===== src/rtl/core/stcg_div.sv =====
module stcg_div #(
  parameter int unsigned Width = 25
) (
  input  logic             clk_i,
  input  logic             rst_ni,
  input  logic             start_i,
  input  logic [Width-1:0] dividend_i,
  input  logic [Width-1:0] divisor_i,
  output logic             done_o,
  output logic [Width-1:0] quot_o,
  output logic [Width-1:0] rem_o
);

  localparam int unsigned CntW = $clog2(Width + 1);

  logic             busy_q;
  logic [CntW-1:0]  cnt_q;
  logic             done_q;
  logic [Width-1:0] quot_q;
  logic [Width-1:0] rem_q;
  logic [Width-1:0] dvs_q;
  logic [Width:0]   shifted;
  logic [Width:0]   diff;
  logic             ge;

  // Restoring division, one quotient bit per cycle.
  always_comb begin
    shifted = {rem_q, quot_q[Width-1]};
    diff    = shifted - {1'b0, dvs_q};
    ge      = ~diff[Width];
  end

  always_ff @(posedge clk_i or negedge rst_ni) begin
    if (!rst_ni) begin
      busy_q <= 1'b0;
      cnt_q  <= '0;
      done_q <= 1'b0;
    end else if (start_i) begin
      busy_q <= 1'b1;
      cnt_q  <= CntW'(Width);
      done_q <= 1'b0;
    end else if (busy_q) begin
      cnt_q <= cnt_q - CntW'(1);
      if (cnt_q == CntW'(1)) begin
        busy_q <= 1'b0;
        done_q <= 1'b1;
      end
    end else begin
      done_q <= 1'b0;
    end
  end

  always_ff @(posedge clk_i) begin
    if (start_i) begin
      quot_q <= dividend_i;
      rem_q  <= '0;
      dvs_q  <= divisor_i;
    end else if (busy_q) begin
      quot_q <= {quot_q[Width-2:0], ge};
      rem_q  <= ge ? diff[Width-1:0] : shifted[Width-1:0];
    end
  end

  assign done_o = done_q;
  assign quot_o = quot_q;
  assign rem_o  = rem_q;

endmodule


===== config.mk =====
export PLATFORM = sky130hd
export DESIGN_NAME = stcg_div
export DESIGN_NICKNAME = d
export VERILOG_FILES = /design/src/rtl/core/stcg_div.sv
export SDC_FILE = /design/constraint.sdc
export NUM_CORES = 1
export LEC_CHECK = 0
export BUFFER_PORTS_ARGS = -buffer_cell sky130_fd_sc_hd__clkbuf_2
export CAP_MARGIN = 20
export CORE_MARGIN = 5
export CORE_UTILIZATION = 51
export CTS_BUF_LIST = sky130_fd_sc_hd__clkbuf_2 sky130_fd_sc_hd__clkbuf_4 sky130_fd_sc_hd__clkbuf_8
export DETAILED_ROUTE_END_ITERATION = 8
export PLACE_DENSITY = 0.8
export SYNTH_ARGS = -nofsm -noshare
export SYNTH_HDL_FRONTEND = slang
export SYNTH_SLANG_ARGS = --single-unit

===== constraint.sdc =====
create_clock -name clk_i -period 2.4 [get_ports clk_i]
set_input_delay 0.24 -clock clk_i [delete_from_list [all_inputs] [get_ports clk_i]]
set_output_delay 0.24 -clock clk_i [all_outputs]
set_load 0.005 [all_outputs]

* After elaboration in Yosys (flattened, before gate mapping)
Index checks and enable logic that the tools add are counted.
** Word-level totals
- Register bits :: 82
- Word-level logic and storage cells :: 23
** Cells by class
- $add $sub $neg :: 2
- Equal/unequal tests :: 2
- Mux-type cells :: 11
- Bitwise logic cells :: 1
- Reductions and logical operators :: 1
** Operators with widths (count)
- 25-bit two-way mux :: 3
- 26-bit by 25-bit subtractor with 26-bit output :: 1
- 5-bit two-way mux :: 2
- 1-bit two-way mux :: 6
- 5-bit by 1-bit equality test with 1-bit output, second input constant :: 1
- 5-bit by 1-bit subtractor with 5-bit output, second input constant :: 1
- 3-bit by 2-bit inequality test with 1-bit output, second input constant :: 1
- 2-bit nonzero test :: 1
- 1-bit inverter :: 1

* Logic depth before layout (Yosys ltp)
- Word-level depth :: 4
- Mapped depth :: 13
- Gate-level depth less buffers :: 12

* Least setup slack after synthesis
No wires, ideal clock.
- Path kind :: reg-to-reg
- Start point :: register quot_q[24] (netlist: quot_o[24])
- End point :: register rem_q[22] (netlist: rem_o[22])
- Arrival :: 2.542 ns
- Data required time :: 2.314 ns
- Path slack :: -0.227 ns
- Stages on the path, launching flop included :: 13
- Path buffers :: 0
- Clock period less this slack :: 2.627 ns
- Cells stage by stage :: edfxtp_1 inv_1 ha_1 fa_1 nor2b_1 o31a_1 o41a_1 a21oi_4 o31ai_4 a31oi_1 xnor2_1 mux2i_1 a211oi_1
** On the way
- Cells in the longest elaborated chain, start to end :: 2
** Ends and longest elaborated chain
- start, declared :: RTL line 19 : logic [Width-1:0] quot_q;
- start signal, assigned :: RTL line 55 : quot_q <= dividend_i;
- start signal, assigned :: RTL line 59 : quot_q <= {quot_q[Width-2:0], ge};
- 26-bit by 25-bit subtractor with 26-bit output :: RTL line 29 : diff = shifted - {1'b0, dvs_q};
- 25-bit two-way mux :: RTL line 60 : rem_q <= ge ? diff[Width-1:0] : shifted[Width-1:0];
- end signal, assigned :: RTL line 60
- end, declared :: RTL line 20 : logic [Width-1:0] rem_q;
Every way passes these cells.
A chain may end at the register's enable or synchronous reset.

* Worst setup path in the final report
- Start point :: register quot_q[24] (netlist: quot_o[24])
- End point :: register rem_q[14] (netlist: rem_o[14])
The elaborated chain is that of the path after synthesis.

==> summary.txt <==
Logic synthesis
  • Top cells by count, synth: edfxtp_1 (50), inv_1 (35), nor2_1 (32)
  • Count leader, synth: edfxtp_1
  • Area contributors post-synth: edfxtp_1 (32%), dfxtp_1 (11%), ha_1 (7.2%)
  • Main flop type after synthesis: edfxtp_1
  • Sequential area share after synthesis: between 40% and 50%
  • Share of the synthesized area in the top cell type: 32.14%
  • Async SR Flop Fraction: about 8.5%
  • Yosys warns: 0
  • Post-synth EDFFs: 50
  • Post-Syn Nets: between 500 and 600
  • Seq cells post-synth: 82
  • Synth Cell Area: ~4700 um2
  • Dominant cell type by area after synthesis: edfxtp_1
  • Library cells used by synthesis: 56
  • Mean Syn Cell Area: about 11 um2
  • Cells after Synth: 422

STA
  • Final WS setup: -0.3264 ns
  • Final setup vio count: 25
  • Rel. slew slack: 61.35%
  • Final period util: 113.6%
  • Worst-Margin Slew: 0.5797 ns
  • Skew final: roughly 0.011 ns
  • Final Critical Period: about 2.7 ns
  • FMAX: about 0.37 GHz
  • RSZ-0062 raised after global routing: true
  • Final hold vios: 0
  • Fin. max-slew vios: 0

Placed design
  • Pre-CTS WS: -0.2569 ns
  • Final HPWL DP: 8180 um
  • Global placement routability congestion: 0.8904
  • Dpl cell area: ~5700 um2
  • Port buffer count: around 100

GRT
  • Global-route wire length before repair: about 18000 um
  • Number of global-route vias before repair: approximately 3900
  • Pin count of the biggest net entering global routing: 47
  • GRT Total Usage: a little over 20%
  • Total grt overflow: 0
  • Antenna violations before repair: 0

Layout
  • Final Cell Area: 6310 um2
  • Fillcell total: 627
  • # diodes: 0
  • Share of layout cells above drive strength 1: between 40 and 50%
  • Area grow syn2layout: 35.06%
  • Total Nets Final: 673

Clocking
  • Clk sinks: just over 80
  • Root Driver: clkbuf_8
  • H-tree Lvls: 3
  • Buffer depth of the longest clock path: 2
  • Num CTS Buffers: 9
  • CTS tree: built
  • Clk_lat worst skew: approximately 0.37 ns
  • Reg clk slew, reported paths: 0.09 ns

Floorplan
  • DIE AREA: 11170 um2
  • Core box area: roughly 9000 um2
  • Die width: roughly 110 um
  • Initial Utilization: approximately 52%
  • Die Y: 105.7 um
  • Row Count: 35
  • IO Pins: roughly 100

Routing
  • Final WL: around 12000 um
  • Vias per std cell: about 5.5
  • Via count: around 3900
  • First DRT Iteration DRCs: 191
  • ANT nets after route: 0
  • Wirelength per Cell: around 17 um
  • DRC errors left: 0
  • Drt first pass iters: 5

Power
  • Final Power: about 3500 uW
  • Maximum VDD drop: ~380 uV
  • P_leak: about 0.0028 uW
  • Power Density: roughly 560 nW/um2

Hold path
  • Hold Crit Class: in -> reg

Worst setup path
  • Critical path's largest stage delay: 0.41 ns
  • Crit start category: register
  • Delay-heaviest family, CP: compound AO/OA/AOI/OAI gates
  • Worst path required time: 2.68 ns
  • CP max stage cell: edfxtp_1
  • Critical-path cell list: inv_2 -> ha_4 -> fa_2 -> nor2b_4 -> o31a_1 -> o41a_1 -> a21oi_4 -> buf_4 -> o21bai_1 -> a21oi_2 -> xnor2_1 -> mux2i_1 -> a211oi_1
  • CP bufs+invs: 2
  • CP Capture Type: register
  • Crit-path max FO: 3
  • WP data arrival: ~3 ns
  • Crit path kind: reg -> reg

Status
  • Failing checks: setup timing
  • Status: finished with violations

Run
  • Maxcap violations: 0
## through the flow
stage          hold WS (ns)  TNS [ns]  cells  util (%)
6_report            0.04503    -5.201    708     69.61
5_1_grt             0.02402    -8.626    708     69.61
4_1_cts             0.02983    -5.147    703     67.88
3_5_place_dp        0.08847    -3.458    674     62.87
3_3_place_gp        0.07963    -1.530    674     62.87
2_1_floorplan      -0.05559   -0.6676    422         -
## layer usage
layer	vias to the layer above	part of all wire (%)	GRT usage, %	wire [um]
met3	29	5.6	5.511	678
met2	136	52	34.56	6224
li1	1869	-	-	-
met4	0	1.9	6.475	227
met5	-	0	0	0
met1	1889	41	25.33	4951
## final timing paths
path	start	endpoint	slack (ns)	depth (start not counted)
hold / removal	divisor_i[4]	dvs_q[4]$_DFFE_PP_	0.05	1
max in group asynchronous	rst_ni	cnt_q[2]$_DFFE_PN0P_	1.98	2
min in group asynchronous	rst_ni	cnt_q[4]$_DFFE_PN0P_	0.24	2
setup reg to reg	quot_o[24]$_DFFE_PP_	rem_o[14]$_SDFFE_PP0P_	-0.33	13
hold reg to reg	rem_o[16]$_SDFFE_PP0P_	rem_o[16]$_SDFFE_PP0P_	0.50	2
setup / recovery	quot_o[24]$_DFFE_PP_	rem_o[14]$_SDFFE_PP0P_	-0.33	13
## cell families after synthesis
| group | count (synthesis) | share of synthesized area (%) |
|---|---|---|
| buffers and inverters | 55 | 4.981 |
| DFF | 82 | 46.60 |
| xor gates and xnor gates | 28 | 5.651 |
| AOI/OAI and AO/OA | 100 | 15.85 |
| and+or+nand+nor | 87 | 9.587 |
| adders and majority gates | 28 | 7.659 |
| muxes | 42 | 9.668 |
## state kept, by name (all words and copies together), names as in the netlist
register / count
busy_q: 1
done_o: 1
dvs_q: 25
rem_o: 25
quot_o: 25
cnt_q: 5
## placed cells by master (no fill, tap or decap), types with 7 or more instances in the layout
cell / instances
inv_1: 33
clkbuf_2: 102
a21oi_1: 17
dfxtp_1: 25
mux2i_1: 16
xor2_1: 7
edfxtp_1: 50
a211oi_1: 11
buf_4: 66
nand2_1: 15
xnor2_1: 18
a21o_1: 9
nor2_1: 31
o21ai_1: 11
clkbuf_8: 9
nand2b_1: 8
dfrtp_1: 7
mux2_2: 25
ha_1: 21
## layout make-up
type / count / area (um2) / area share (%)
clock buffers: 10 / 131.4 / 2.082
flip-flops and latches: 82 / 2177 / 34.50
inverters: 36 / 135.1 / 2.142
well taps: 111 / 138.9 / 2.201
repair buffers: 178 / 1185 / 18.78
multi-input cells: 285 / 2452 / 38.87
clock inverters: 6 / 90.09 / 1.428
## report_power, final
part	leakage (uW)	internal, uW	switching [uW]
registers	0.000792	1610	59.1
clock network	0.000111	603	531
logic	0.00193	382	351
## what timing repair did
| action | CTS | global route |
|---|---|---|
| gates cloned | 3 | 1 |
| pin swaps | 6 | 24 |
| hold endpoints to repair | 7 | 0 |
| gates resized for setup | 14 | 30 |
| hold buffers | 1 | 0 |
| setup buffers | 9 | 6 |
| endpoints found under the setup margin | 26 | 26 |
Power figures use the tool's default switching activity.
